===== src/rtl/clr_pkg.sv =====
// Shared constants, types and codes for the clipped line rasterizer.
`timescale 1ns / 1ps
`default_nettype none
package clr_pkg;

	localparam int CW     = 16;                    // coordinate width
	localparam int DW     = CW + 1;                // delta width
	localparam int EW     = CW + 2;                // error term width
	localparam int DIMW   = 16;                    // clip width/height
	localparam int SW     = (CW > DIMW ? CW : DIMW) + 2; // clip compare width
	localparam int CFG_W  = (CW > DIMW ? CW : DIMW);
	localparam int IDX_W  = 2;
	localparam int COLW   = 32;
	localparam int IN_W   = 4 * CW + COLW;
	localparam int OUT_W  = 2 * CW + COLW;

	localparam logic CMD_START = 1'b0;
	localparam logic CMD_STEP  = 1'b1;

	localparam logic [IDX_W-1:0] REG_CLIP_LEFT   = 2'd0;
	localparam logic [IDX_W-1:0] REG_CLIP_TOP    = 2'd1;
	localparam logic [IDX_W-1:0] REG_CLIP_WIDTH  = 2'd2;
	localparam logic [IDX_W-1:0] REG_CLIP_HEIGHT = 2'd3;

	localparam logic [DIMW-1:0] CLIP_WIDTH_RST  = 16'd1024;
	localparam logic [DIMW-1:0] CLIP_HEIGHT_RST = 16'd768;

	typedef struct packed {
		logic signed [CW-1:0] left;
		logic signed [CW-1:0] top;
		logic [DIMW-1:0]      width;
		logic [DIMW-1:0]      height;
	} clip_t;

	typedef struct packed {
		logic                 valid;
		logic signed [CW-1:0] x;
		logic signed [CW-1:0] y;
		logic                 vis;
		logic [COLW-1:0]      color;
		logic                 last;
	} pix_t;

endpackage
`default_nettype wire


===== src/rtl/clr_cfg.sv =====
// Clip rectangle configuration registers.
`timescale 1ns / 1ps
`default_nettype none
module clr_cfg (
	input  wire logic                       clk,
	input  wire logic                       arst_n,
	input  wire logic                       cfg_we,
	input  wire logic [clr_pkg::IDX_W-1:0]  cfg_index,
	input  wire logic [clr_pkg::CFG_W-1:0]  cfg_data,
	output clr_pkg::clip_t                  clip
);
	import clr_pkg::*;

	clip_t clip_q;

	always_ff @(posedge clk or negedge arst_n) begin
		if (!arst_n) begin
			clip_q.left   <= '0;
			clip_q.top    <= '0;
			clip_q.width  <= CLIP_WIDTH_RST;
			clip_q.height <= CLIP_HEIGHT_RST;
		end else if (cfg_we) begin
			unique case (cfg_index)
				REG_CLIP_LEFT:   clip_q.left   <= cfg_data[CW-1:0];
				REG_CLIP_TOP:    clip_q.top    <= cfg_data[CW-1:0];
				REG_CLIP_WIDTH:  clip_q.width  <= cfg_data[DIMW-1:0];
				REG_CLIP_HEIGHT: clip_q.height <= cfg_data[DIMW-1:0];
				default: ;
			endcase
		end
	end

	assign clip = clip_q;

endmodule
`default_nettype wire


===== src/rtl/clr_engine.sv =====
// Bresenham line state, per-pixel step logic and clip test.
`timescale 1ns / 1ps
`default_nettype none
module clr_engine (
	input  wire logic                        clk,
	input  wire logic                        arst_n,
	input  wire logic                        fire,
	input  wire logic                        cmd,
	input  wire logic signed [clr_pkg::CW-1:0] x0,
	input  wire logic signed [clr_pkg::CW-1:0] y0,
	input  wire logic signed [clr_pkg::CW-1:0] x1,
	input  wire logic signed [clr_pkg::CW-1:0] y1,
	input  wire logic [clr_pkg::COLW-1:0]    color,
	input  clr_pkg::clip_t                   clip,
	output clr_pkg::pix_t                    res
);
	import clr_pkg::*;

	logic signed [CW-1:0] cur_x_q, cur_y_q, stop_x_q, stop_y_q;
	logic [DW-1:0]        abs_dx_q;
	logic signed [DW-1:0] neg_abs_dy_q;
	logic                 dir_x_neg_q, dir_y_neg_q;
	logic signed [EW-1:0] err_q;
	logic [COLW-1:0]      color_q;
	logic                 active_q;

	// start setup
	logic signed [DW-1:0] dx, dy, abs_dx_n, neg_abs_dy_n;
	logic signed [EW-1:0] err_init;

	always_comb begin
		dx           = DW'(x1) - DW'(x0);
		dy           = DW'(y1) - DW'(y0);
		abs_dx_n     = (dx < 0) ? -dx : dx;
		neg_abs_dy_n = (dy < 0) ? dy : -dy;
		err_init     = signed'({1'b0, abs_dx_n}) + EW'(neg_abs_dy_n);
	end

	// step
	logic signed [EW:0]   e2, abs_e, neg_e;
	logic                 step_x, step_y, at_end;
	logic signed [EW-1:0] err_n;
	logic signed [CW-1:0] cur_x_n, cur_y_n;

	always_comb begin
		e2      = {err_q, 1'b0};
		abs_e   = signed'({2'b00, abs_dx_q});
		neg_e   = (EW+1)'(neg_abs_dy_q);
		step_x  = (e2 >= neg_e);
		step_y  = (e2 <= abs_e);
		at_end  = (cur_x_q == stop_x_q) && (cur_y_q == stop_y_q);
		err_n   = err_q + (step_x ? EW'(neg_abs_dy_q) : EW'(0))
		                + (step_y ? EW'(signed'({1'b0, abs_dx_q})) : EW'(0));
		cur_x_n = step_x ? (dir_x_neg_q ? cur_x_q - CW'(1) : cur_x_q + CW'(1)) : cur_x_q;
		cur_y_n = step_y ? (dir_y_neg_q ? cur_y_q - CW'(1) : cur_y_q + CW'(1)) : cur_y_q;
	end

	// clip test: left <= x < left + width, same for y
	logic signed [SW-1:0] cx, cy, lft, tp, rgt, bot;
	logic                 vis;

	always_comb begin
		cx  = SW'(cur_x_q);
		cy  = SW'(cur_y_q);
		lft = SW'(clip.left);
		tp  = SW'(clip.top);
		rgt = lft + signed'(SW'(clip.width));
		bot = tp + signed'(SW'(clip.height));
		vis = (cx >= lft) && (cx < rgt) && (cy >= tp) && (cy < bot);
	end

	logic do_step;
	assign do_step = fire && (cmd == CMD_STEP) && active_q;

	always_ff @(posedge clk or negedge arst_n) begin
		if (!arst_n) begin
			cur_x_q      <= '0;
			cur_y_q      <= '0;
			stop_x_q     <= '0;
			stop_y_q     <= '0;
			abs_dx_q     <= '0;
			neg_abs_dy_q <= '0;
			dir_x_neg_q  <= 1'b0;
			dir_y_neg_q  <= 1'b0;
			err_q        <= '0;
			color_q      <= '0;
			active_q     <= 1'b0;
		end else if (fire && (cmd == CMD_START)) begin
			cur_x_q      <= x0;
			cur_y_q      <= y0;
			stop_x_q     <= x1;
			stop_y_q     <= y1;
			abs_dx_q     <= abs_dx_n;
			neg_abs_dy_q <= neg_abs_dy_n;
			dir_x_neg_q  <= !(x0 < x1);
			dir_y_neg_q  <= !(y0 < y1);
			err_q        <= err_init;
			color_q      <= color;
			active_q     <= 1'b1;
		end else if (do_step) begin
			if (at_end) begin
				active_q <= 1'b0;
			end else begin
				cur_x_q <= cur_x_n;
				cur_y_q <= cur_y_n;
				err_q   <= err_n;
			end
		end
	end

	always_comb begin
		res.valid = do_step;
		res.x     = cur_x_q;
		res.y     = cur_y_q;
		res.vis   = vis;
		res.color = color_q;
		res.last  = at_end;
	end

	a_res_needs_line: assert property (@(posedge clk) disable iff (!arst_n)
		res.valid |-> active_q)
		else $error("pixel emitted with no active line");

	a_last_ends_line: assert property (@(posedge clk) disable iff (!arst_n)
		(do_step && at_end) |=> !active_q)
		else $error("line still active after its endpoint");

	a_start_arms: assert property (@(posedge clk) disable iff (!arst_n)
		(fire && cmd == CMD_START) |=> active_q)
		else $error("start transfer did not arm the line");

	a_idle_holds: assert property (@(posedge clk) disable iff (!arst_n)
		!fire |=> ($stable(cur_x_q) && $stable(cur_y_q) && $stable(err_q)))
		else $error("line position moved without a transfer");

endmodule
`default_nettype wire


===== src/rtl/clr_out_reg.sv =====
// Result register between the step logic and the master stream.
`timescale 1ns / 1ps
`default_nettype none
module clr_out_reg (
	input  wire logic   clk,
	input  wire logic   arst_n,
	input  clr_pkg::pix_t res,
	input  wire logic   m_ready,
	output wire logic   s_ready,
	output wire logic   m_valid,
	output clr_pkg::pix_t pix
);
	import clr_pkg::*;

	logic valid_q;
	pix_t pix_q;

	assign s_ready = !valid_q || m_ready;

	always_ff @(posedge clk or negedge arst_n) begin
		if (!arst_n) begin
			valid_q <= 1'b0;
		end else if (res.valid) begin
			valid_q <= 1'b1;
		end else if (m_ready) begin
			valid_q <= 1'b0;
		end
	end

	always_ff @(posedge clk) begin
		if (res.valid) begin
			pix_q <= res;
		end
	end

	assign m_valid = valid_q;
	assign pix     = pix_q;

endmodule
`default_nettype wire


===== src/rtl/clipped_line_rasterizer_top.sv =====
// Top level of the clipped Bresenham line rasterizer.
// An accepted step's pixel is registered and appears on the master side in the next cycle.
// Throughput: one transfer per cycle (start or step) while the master side is ready.
// Each step is a single pass through the add/compare logic on the line registers.
// Reset (arst_n low) clears the line state, drops any pending pixel and restores the clip
// rectangle to left 0, top 0, width 1024, height 768.
`timescale 1ns / 1ps
`default_nettype none
module clipped_line_rasterizer_top (
	input  wire logic                        clk,
	input  wire logic                        arst_n,
	input  wire logic                        cfg_we,
	input  wire logic [clr_pkg::IDX_W-1:0]   cfg_index,
	input  wire logic [clr_pkg::CFG_W-1:0]   cfg_data,
	input  wire logic                        s_tvalid,
	output wire logic                        s_tready,
	// line_x0, line_y0, line_x1, line_y1, line_color
	input  wire logic [clr_pkg::IN_W-1:0]    s_tdata,
	// cmd
	input  wire logic                        s_tuser,
	output wire logic                        m_tvalid,
	input  wire logic                        m_tready,
	// pix_x, pix_y, pixel_value
	output wire logic [clr_pkg::OUT_W-1:0]   m_tdata,
	// visible
	output wire logic                        m_tuser,
	output wire logic                        m_tlast
);
	import clr_pkg::*;

	clip_t clip;
	pix_t  res;
	pix_t  pix;
	logic  fire;

	assign fire = s_tvalid && s_tready;

	clr_cfg u_cfg (
		.clk       (clk),
		.arst_n    (arst_n),
		.cfg_we    (cfg_we),
		.cfg_index (cfg_index),
		.cfg_data  (cfg_data),
		.clip      (clip)
	);

	clr_engine u_engine (
		.clk    (clk),
		.arst_n (arst_n),
		.fire   (fire),
		.cmd    (s_tuser),
		.x0     (s_tdata[CW-1:0]),
		.y0     (s_tdata[2*CW-1:CW]),
		.x1     (s_tdata[3*CW-1:2*CW]),
		.y1     (s_tdata[4*CW-1:3*CW]),
		.color  (s_tdata[4*CW+COLW-1:4*CW]),
		.clip   (clip),
		.res    (res)
	);

	clr_out_reg u_out (
		.clk     (clk),
		.arst_n  (arst_n),
		.res     (res),
		.m_ready (m_tready),
		.s_ready (s_tready),
		.m_valid (m_tvalid),
		.pix     (pix)
	);

	assign m_tdata = {pix.color, pix.y, pix.x};
	assign m_tuser = pix.vis;
	assign m_tlast = pix.last;

endmodule
`default_nettype wire


===== config.mk =====
export PLATFORM = sky130hd
export DESIGN_NAME = clipped_line_rasterizer_top
export DESIGN_NICKNAME = d
export VERILOG_FILES = /design/src/rtl/clr_pkg.sv /design/src/rtl/clr_cfg.sv /design/src/rtl/clr_engine.sv /design/src/rtl/clr_out_reg.sv /design/src/rtl/clipped_line_rasterizer_top.sv
export SDC_FILE = /design/constraint.sdc
export NUM_CORES = 1
export LEC_CHECK = 0
export ABC_CLOCK_PERIOD_IN_PS = 7970
export BUFFER_PORTS_ARGS = -buffer_cell sky130_fd_sc_hd__buf_2
export CAP_MARGIN = 20
export CORE_UTILIZATION = 59
export DETAILED_ROUTE_END_ITERATION = 12
export PLACE_DENSITY = 0.79
export SYNTH_ARGS = -nofsm -noshare
export SYNTH_HDL_FRONTEND = slang
export SYNTH_SLANG_ARGS = --single-unit

===== constraint.sdc =====
create_clock -name clk -period 7.97 [get_ports clk]
set_input_delay 0.797 -clock clk [delete_from_list [all_inputs] [get_ports clk]]
set_output_delay 0.797 -clock clk [all_outputs]
set_load 0.01 [all_outputs]

==> results of run 1 <==
[synth_stat cells (7+ instances only)]
library cell / n / area [um2]
and3_1: 13 / 81.3
nand2_1: 349 / 1310
a22oi_1: 14 / 105
edfxtp_1: 66 / 1980
dfrtp_1: 213 / 5330
ha_1: 231 / 2890
nor2b_1: 30 / 188
mux2i_1: 20 / 200
mux2_2: 64 / 721
xnor2_1: 92 / 806
o211ai_1: 9 / 67.6
a21oi_1: 105 / 526
o21a_1: 18 / 135
clkbuf_1: 44 / 165
o31ai_1: 9 / 67.6
nor3_1: 42 / 210
o21bai_1: 13 / 97.6
inv_1: 186 / 698
or3_1: 12 / 75.1
nand2b_1: 20 / 125
a21o_1: 51 / 383
a31oi_1: 13 / 81.3
a41oi_1: 9 / 78.8
nor2_1: 91 / 342
o221ai_1: 9 / 78.8
a211oi_1: 12 / 90.1
xor2_1: 71 / 622
o21ai_0: 140 / 701
nand4_1: 20 / 125
nand3_1: 40 / 200
nor4_1: 11 / 68.8
o2111ai_1: 7 / 61.3
fa_1: 25 / 500
[state kept, by name, indices dropped and copies added (netlist names), 17 cells and up]
signal and flops:
u_cfg.clip 64, u_engine.color_q 32, u_engine.neg_abs_dy_q 17, u_out.pix 66, u_engine.abs_dx_q 17, u_engine.err_q 18
[through the flow]
step           worst slack, ns  cell area [um2]  total power, mW  hold WS [ns]  std cells
4_1_cts                   2.19            22500             8.85         0.258       2792
6_report                  2.00            22600             8.89         0.214       2799
5_1_grt                   1.36            22500             9.62         0.282       2794
2_1_floorplan             2.52            19900             5.86         0.425       2138
3_3_place_gp              1.91            21400             6.96         0.427       2735
3_5_place_dp              1.60            21400             7.16         0.430       2735
[power by group through the flow]
stage	clock, mW	combinational (mW)	sequential [mW]
finish	1.63	4.93	2.32
global route	1.70	5.56	2.36
CTS	1.64	4.90	2.31
detailed placement	0	4.83	2.33
global placement	0	4.64	2.32
floorplan	0	3.71	2.16
[cell type report]
type                            count  area [um2]  area share (%)
Clock buffer                       34         817            3.62
Sequential cell                   282        7390            32.8
Tap cell                          442         553            2.45
Clock inverter                     23         347            1.54
Timing Repair Buffer              202        1060            4.69
Multi-Input combinational cell   1623       11700            51.8
Inverter                          186         698            3.10
Antenna cell                        7        17.5          0.0777
[metal layers]
layer | up-vias | global-route usage (%) | wire length (um)
met5 | - | 0 | 23
met4 | 4 | 11.6 | 2090
met3 | 117 | 4.62 | 3780
met2 | 611 | 50.7 | 23900
met1 | 7925 | 42.9 | 23400
li1 | 7917 | - | -
[kinds of logic (layout without fill, tap and decap cells)]
kind of cell / count (synthesis) / count (layout) / share of synthesized area [%]
AOI/OAI and AO/OA: 456 / 456 / 14.5
muxes: 84 / 84 / 4.62
other: 0 / 7 / 0
buffers and inverters: 233 / 445 / 4.47
DFF: 282 / 282 / 37.1
xor gates and xnor gates: 163 / 163 / 7.16
and+or+nand+nor: 664 / 664 / 15.1
adders and majority gates: 256 / 256 / 17.0
[final timing paths]
path | slack, ns | endpoint | from
max | 2.00 | u_engine.err_q[17] | s_tdata[48]
min | 0.21 | u_cfg.clip[28] | arst_n
max reg2reg | 2.17 | u_engine.err_q[17] | u_engine.err_q[7]
min reg2reg | 0.44 | u_out.pix[20] | u_engine.color_q[19]
max in group asynchronous | 6.34 | u_engine.color_q[2] | arst_n
min in group clk | 0.42 | u_engine.color_q[18] | s_tdata[82]
[worst reg2reg max path: stages (launching register included)]
cell and delay [ns]:
dfrtp_1 0.42, ha_1 0.33, a21o_1 0.19, a21o_1 0.17, a221o_1 0.30, nand2_1 0.11, nand4_1 0.10, o21ai_1 0.21
buf_4 0.25, nand2_1 0.13, fa_1 0.54, inv_1 0.05, ha_1 0.22, inv_1 0.08, fa_1 0.22, nand2b_1 0.16
a21oi_1 0.15, o21ai_0 0.32, o21ai_0 0.18, o41ai_1 0.57, o21ai_0 0.32, a31oi_1 0.27, xnor2_1 0.14, nor3_1 0.06
a211oi_1 0.22
==> results.json, run 1 <==
{
  "via_count": 16600,
  "slew_viol_final": 0,
  "detailed_place_hpwl_um": 40200,
  "mostFrequentLayoutCells": "nand2_1, ha_1, dfrtp_1",
  "postCtsResizedCells": 0,
  "clk_latency_ns": 0.57,
  "swShare_pct": 43.3,
  "ys_warn_count": 0,
  "clk_pin_slew_worst_paths_ns": 0.07,
  "die_h_um": 186,
  "fin_util_pct": 68.6,
  "power.leakage_nw": 10.9,
  "worst-setup-path-type": "primary input to flip-flop",
  "syn_inst": 2138,
  "cts_tree": "yes",
  "peakVddDrop_uv": 223,
  "cts_max_level": 1,
  "fin_worst_skew_ns": 0.0115,
  "hp-class": "primary input to asynchronous set/reset pin",
  "post_cts_buffers": 0,
  "cts_hold_buf": 0,
  "drtAntennaViolNets": 0,
  "place.gp.congestion": 0.964,
  "finalSetupViolCount": 0,
  "areaGrowthSynthToFinish_pct": 13.2,
  "power_switching_mw": 3.85,
  "wirelength_um": 53200,
  "filler_cell_count": 2593,
  "ys_ff_latch": 282,
  "grt_max_degree": 102,
  "nets": 2702,
  "cts_root_buffer": "clkbuf_16",
  "crit_fanout": 17,
  "cp-start-kind": "primary input",
  "synth-main-ff-cell": "dfrtp_1",
  "cts_buffers": 31,
  "grt_pass1_wl_um": 84700,
  "crit_chain": "buf_2, inv_1, ha_1, inv_1, fa_1, a211oi_1, o21ai_0, a31oi_1, o21ai_0, o21bai_1, a31oi_1, buf_4, o21ai_0, ha_1, a211oi_1, o21bai_1, a21oi_1, nor2_1, o21bai_1, o21ai_0, o41ai_1, o21ai_0, xnor2_1, a211oi_1",
  "first_iter_violations": 1289,
  "final_hold_viol_count": 0,
  "grt_antenna_before_repair": 8,
  "synth_edf_count": 66,
  "cellPowerDensity_nw_per_um2": 394,
  "synth_area_per_cell_um2": 9.32,
  "max_cap_viol_count": 0,
  "comb_power_share_pct": 55.5,
  "initial_core_util_pct": 60.7,
  "drive_gt1_share_pct": 14.8,
  "die-area_um2": 34500,
  "io_buffers": 187,
  "pwr-share-clk_pct": 18.3,
  "final.setup.tns_ns": 0,
  "cp_num_buf_inv": 4,
  "wl_per_cell_um": 19.0,
  "p_int_mw": 5.04,
  "worst-slew-pin-transition_ns": 1.17,
  "critical_path_depth": 24,
  "max-slew-margin-rel_pct": 22.1,
  "cp_common_cell": "o21ai_0",
  "gr-total-overflow": 0,
  "grt_use_total_pct": 31.4,
  "min_period_over_period_pct": 74.9,
  "io_pins": 188,
  "critical_path.slowest_cell": "o21ai_0",
  "tritoncts_num_sinks": 282,
  "dieWidth_um": 186,
  "arrival_ns": 6.45,
  "clockBufferDepth": 3,
  "period_needed_ns": 5.97,
  "row_count": 66,
  "yosysSeqAreaShare_pct": 37.1,
  "path_delay_family": "compound AO/OA/AOI/OAI gates",
  "critical-path-max-stage-delay_ns": 0.49,
  "via_per_inst": 5.92,
  "core_area_um2": 32900,
  "rsz0062_at_grt": "false",
  "firstDrtPassIters": 5,
  "fmax_mhz": 168,
  "endpoint_kind": "flip-flop",
  "drc": 0,
  "grt_pass1_vias": 16200,
  "yosysUniqueCellTypes": 78,
  "pwr-share-seq_pct": 26.1,
  "syn-num-nets": 2514,
  "syn_area_um2": 19900,
  "final_common_cell": "nand2_1",
  "synth-async-reset-ratio_pct": 76.6,
  "required_ns": 8.45,
  "status": "completed",
  "r2r_cells": 24
}
Note: power is estimated with default switching activity, not from simulation.
==> run 2: changes to the inputs <==
--- a/config.mk
+++ b/config.mk
@@ -5,7 +5,8 @@
 export SDC_FILE = /design/constraint.sdc
 export NUM_CORES = 1
 export LEC_CHECK = 0
-export ABC_CLOCK_PERIOD_IN_PS = 7970
+export ABC_AREA = 1
+export ABC_CLOCK_PERIOD_IN_PS = 6100
 export BUFFER_PORTS_ARGS = -buffer_cell sky130_fd_sc_hd__buf_2
 export CAP_MARGIN = 20
 export CORE_UTILIZATION = 59
==> constraint.sdc (replaced) <==
create_clock -name clk -period 6.1 [get_ports clk]
set_input_delay 0.61 -clock clk [delete_from_list [all_inputs] [get_ports clk]]
set_output_delay 0.61 -clock clk [all_outputs]
set_load 0.01 [all_outputs]
==> run 2 against run 1 <==
  * Combinational power increased by 25%
  * Routed wire length increased by 16%
  * Synthesized cell count increased by 34%
  * First-iteration DRC count increased by 6.1%
  * Via count increased by 21%
  * Clock skew increased by 0.0035 ns
  * Clock-buffer cell count increased by 12
  * Non-clock buffer count decreased by 4
  * Critical path depth unchanged
  * Register-to-register slack got worse by 0.91 ns
  * Utilization decreased by 1.6 points
  * Highest routed layer unchanged
==> results.json, run 2 <==
{
  "cts_max_level": 1,
  "max-slew-margin-rel_pct": 22.5,
  "synth_edf_count": 66,
  "via_count": 20100,
  "final.setup.tns_ns": 0,
  "hp-class": "primary input to flip-flop",
  "clk_latency_ns": 0.59,
  "largest_register_ff_count": 66,
  "die-area_um2": 37600,
  "power.leakage_nw": 12.6,
  "fin_ws_ns": 1.26,
  "crit_fanout": 15,
  "die_h_um": 194,
  "final_common_cell": "nand2_1",
  "cts_root_buffer": "clkbuf_16",
  "critPathLaunch": "u_engine.abs_dx_q[8]",
  "io_pins": 188,
  "hold_ws_ns": 0.226,
  "wirelength_um": 61700,
  "min_period_over_period_pct": 79.3,
  "cp-start-kind": "flip-flop",
  "stdcell_count": 3539,
  "finalSetupViolCount": 0,
  "synth.top_cell.area_share_pct": 24.5,
  "filler_cell_count": 3154,
  "syn_inst": 2874,
  "areaGrowthSynthToFinish_pct": 10.9,
  "core_area_um2": 35900,
  "arrival_ns": 5.33,
  "yosysMostFrequentCell": "nand2_1",
  "critical_path.slowest_cell": "fa_1",
  "r2r_setup_slack_ns": 1.26,
  "max_cap_viol_count": 0,
  "final_hold_viol_count": 0,
  "first_iter_violations": 1368,
  "io_buffers": 187,
  "crit_chain": "inv_1, ha_1, a21oi_1, nor2_1, a211oi_1, o21ai_0, nand2_1, nand2_1, nand2_1, nand2_1, nand2_2, buf_4, nand2_1, fa_1, inv_1, ha_1, nand3_1, nand2_1, a21oi_1, o21ai_0, a31oi_1, xnor2_1, nand2_1, a31oi_1",
  "synth-async-reset-ratio_pct": 76.6,
  "rsz0062_at_grt": "false",
  "regArea_um2": 7390,
  "dp_cells": 3473,
  "via_per_inst": 5.68,
  "critical-path-max-stage-delay_ns": 0.52,
  "gr-total-overflow": 0,
  "drive_gt1_share_pct": 11.2,
  "timing.rr.end": "u_engine.err_q[10]",
  "detailed_place_hpwl_um": 47900,
  "regToRegStartpoint": "u_engine.abs_dx_q[8]",
  "cp-endpoint": "u_engine.err_q[10]",
  "r2r_cells": 24,
  "fin_worst_skew_ns": 0.0150,
  "yosysUniqueCellTypes": 63,
  "slew_viol_final": 0,
  "tritoncts_num_sinks": 282,
  "grt_antenna_before_repair": 3,
  "multi_input_area_um2": 12600,
  "peakVddDrop_uv": 432,
  "status": "completed",
  "fmax_mhz": 207,
  "drc": 0,
  "worst-setup-path-type": "flip-flop to flip-flop",
  "synth_area_per_cell_um2": 7.56,
  "cts_tree": "yes",
  "grt_use_total_pct": 33.1,
  "wl_per_cell_um": 17.4,
  "row_count": 69,
  "required_ns": 6.59,
  "synth-main-ff-cell": "dfrtp_1",
  "endpoint_kind": "flip-flop",
  "post_cts_buffers": 0,
  "grt_max_degree": 183,
  "syn-num-nets": 3250,
  "clk_pin_slew_worst_paths_ns": 0.06,
  "ys_warn_count": 0,
  "initial_core_util_pct": 60.5,
  "yosys-top-cells-count": "nand2_1, inv_1, ha_1, dfrtp_1, a21oi_1",
  "yosysSeqAreaShare_pct": 34.0,
  "place.gp.congestion": 0.961,
  "ys_top_cells_by_area": "dfrtp_1, nand2_1, ha_1",
  "ys_ff_latch": 282,
  "firstDrtPassIters": 5,
  "cts_buffers": 31,
  "synth.largest_area_cell": "dfrtp_1",
  "place_ws_ns": 1.16,
  "period_needed_ns": 4.84,
  "cellPowerDensity_nw_per_um2": 456,
  "worst-slew-pin-transition_ns": 1.16,
  "fin_util_pct": 67.1,
  "cp_common_cell": "nand2_1",
  "mostFrequentLayoutCells": "nand2_1, inv_1, ha_1",
  "p_total_mw": 11.0,
  "drtAntennaViolNets": 0,
  "nets": 3424,
  "grt_pass1_vias": 20000,
  "placed_area_um2": 23000,
  "syn_area_um2": 21700,
  "grt_pass1_wl_um": 101000,
  "dieWidth_um": 194,
  "design_area_um2": 24100,
  "clockBufferDepth": 3
}
## run 2: cell count changes after synthesis, moves of 20 or more
cell and delta:
o21ai_0 +27, o21ai_1 +29, nand2_2 +24, a21oi_1 +66, nand2_1 +513, nand3_1 +109
a21o_1 -42, xnor2_1 -47, inv_1 +198, nor2b_1 -30, nand4_1 +23, nor2_1 +35
mux2_2 -64, mux2i_1 -20
## run 2: power by group
| part | leakage [nW] | total (mW) | switching (mW) | internal, mW |
|---|---|---|---|---|
| logic | 8.89 | 6.18 | 3.85 | 2.32 |
| registers | 3.27 | 2.97 | 0.581 | 2.39 |
| clock network | 0.475 | 1.85 | 0.790 | 1.06 |
| total | 12.6 | 11.0 | 5.22 | 5.77 |
## run 2: routing by layer
layer  wire length (um)  global-route usage (%)
met1              27300                    44.6
met3               3830                    4.16
met2              28300                    54.8
met5                 13                       0
met4               2200                    12.4
## run 2: cell families after synthesis
| family | Yosys count | share of synthesized area, % |
|---|---|---|
| AO/OA/AOI/OAI | 462 | 11.7 |
| flip-flops | 282 | 34.0 |
| adder cells (fa/ha/maj) | 256 | 15.6 |
| buffers and inverters | 456 | 8.18 |
| AND/OR/NAND/NOR | 1306 | 25.7 |
| XOR/XNOR | 112 | 4.74 |
## run 2: how the worst min path moves through the flow
stage,slack (ns),endpoint,startpoint,depth (start not counted)
finish,0.23,u_engine.color_q[31],s_tdata[95],3
global route,0.23,u_engine.color_q[15],s_tdata[79],3
CTS,0.21,u_engine.color_q[31],s_tdata[95],3
detailed placement,0.43,u_out.pix[12],u_engine.color_q[11],0
global placement,0.43,u_out.pix[1],u_engine.color_q[0],0
floorplan,0.31,u_cfg.clip[0],arst_n,0
## run 2: timing repair
item,4_1_cts,5_1_grt
endpoints found under the setup margin,0,0
hold endpoints to repair,34,0
hold buffers,1,0
gates resized for setup,0,0
## run 2: area by class of cell
| cell class | instances | share of cell area, % |
|---|---|---|
| Clock buffer | 46 | 3.71 |
| Sequential cell | 282 | 30.7 |
| Inverter | 399 | 6.24 |
| Antenna cell | 5 | 0.0519 |
| Clock inverter | 12 | 0.421 |
| Timing Repair Buffer | 198 | 4.38 |
| Multi-Input combinational cell | 2136 | 52.1 |
| Tap cell | 461 | 2.39 |
## run 2: worst max-delay path: cells and delay by family, from the launching register on
kind                     cells  cell delay (ns)
flip-flops                   1             0.39
AND/OR/NAND/NOR             10             0.87
XOR/XNOR                     1             0.18
AO/OA/AOI/OAI                7             1.79
buffers and inverters        3             0.40
adder cells (fa/ha/maj)      3             1.11
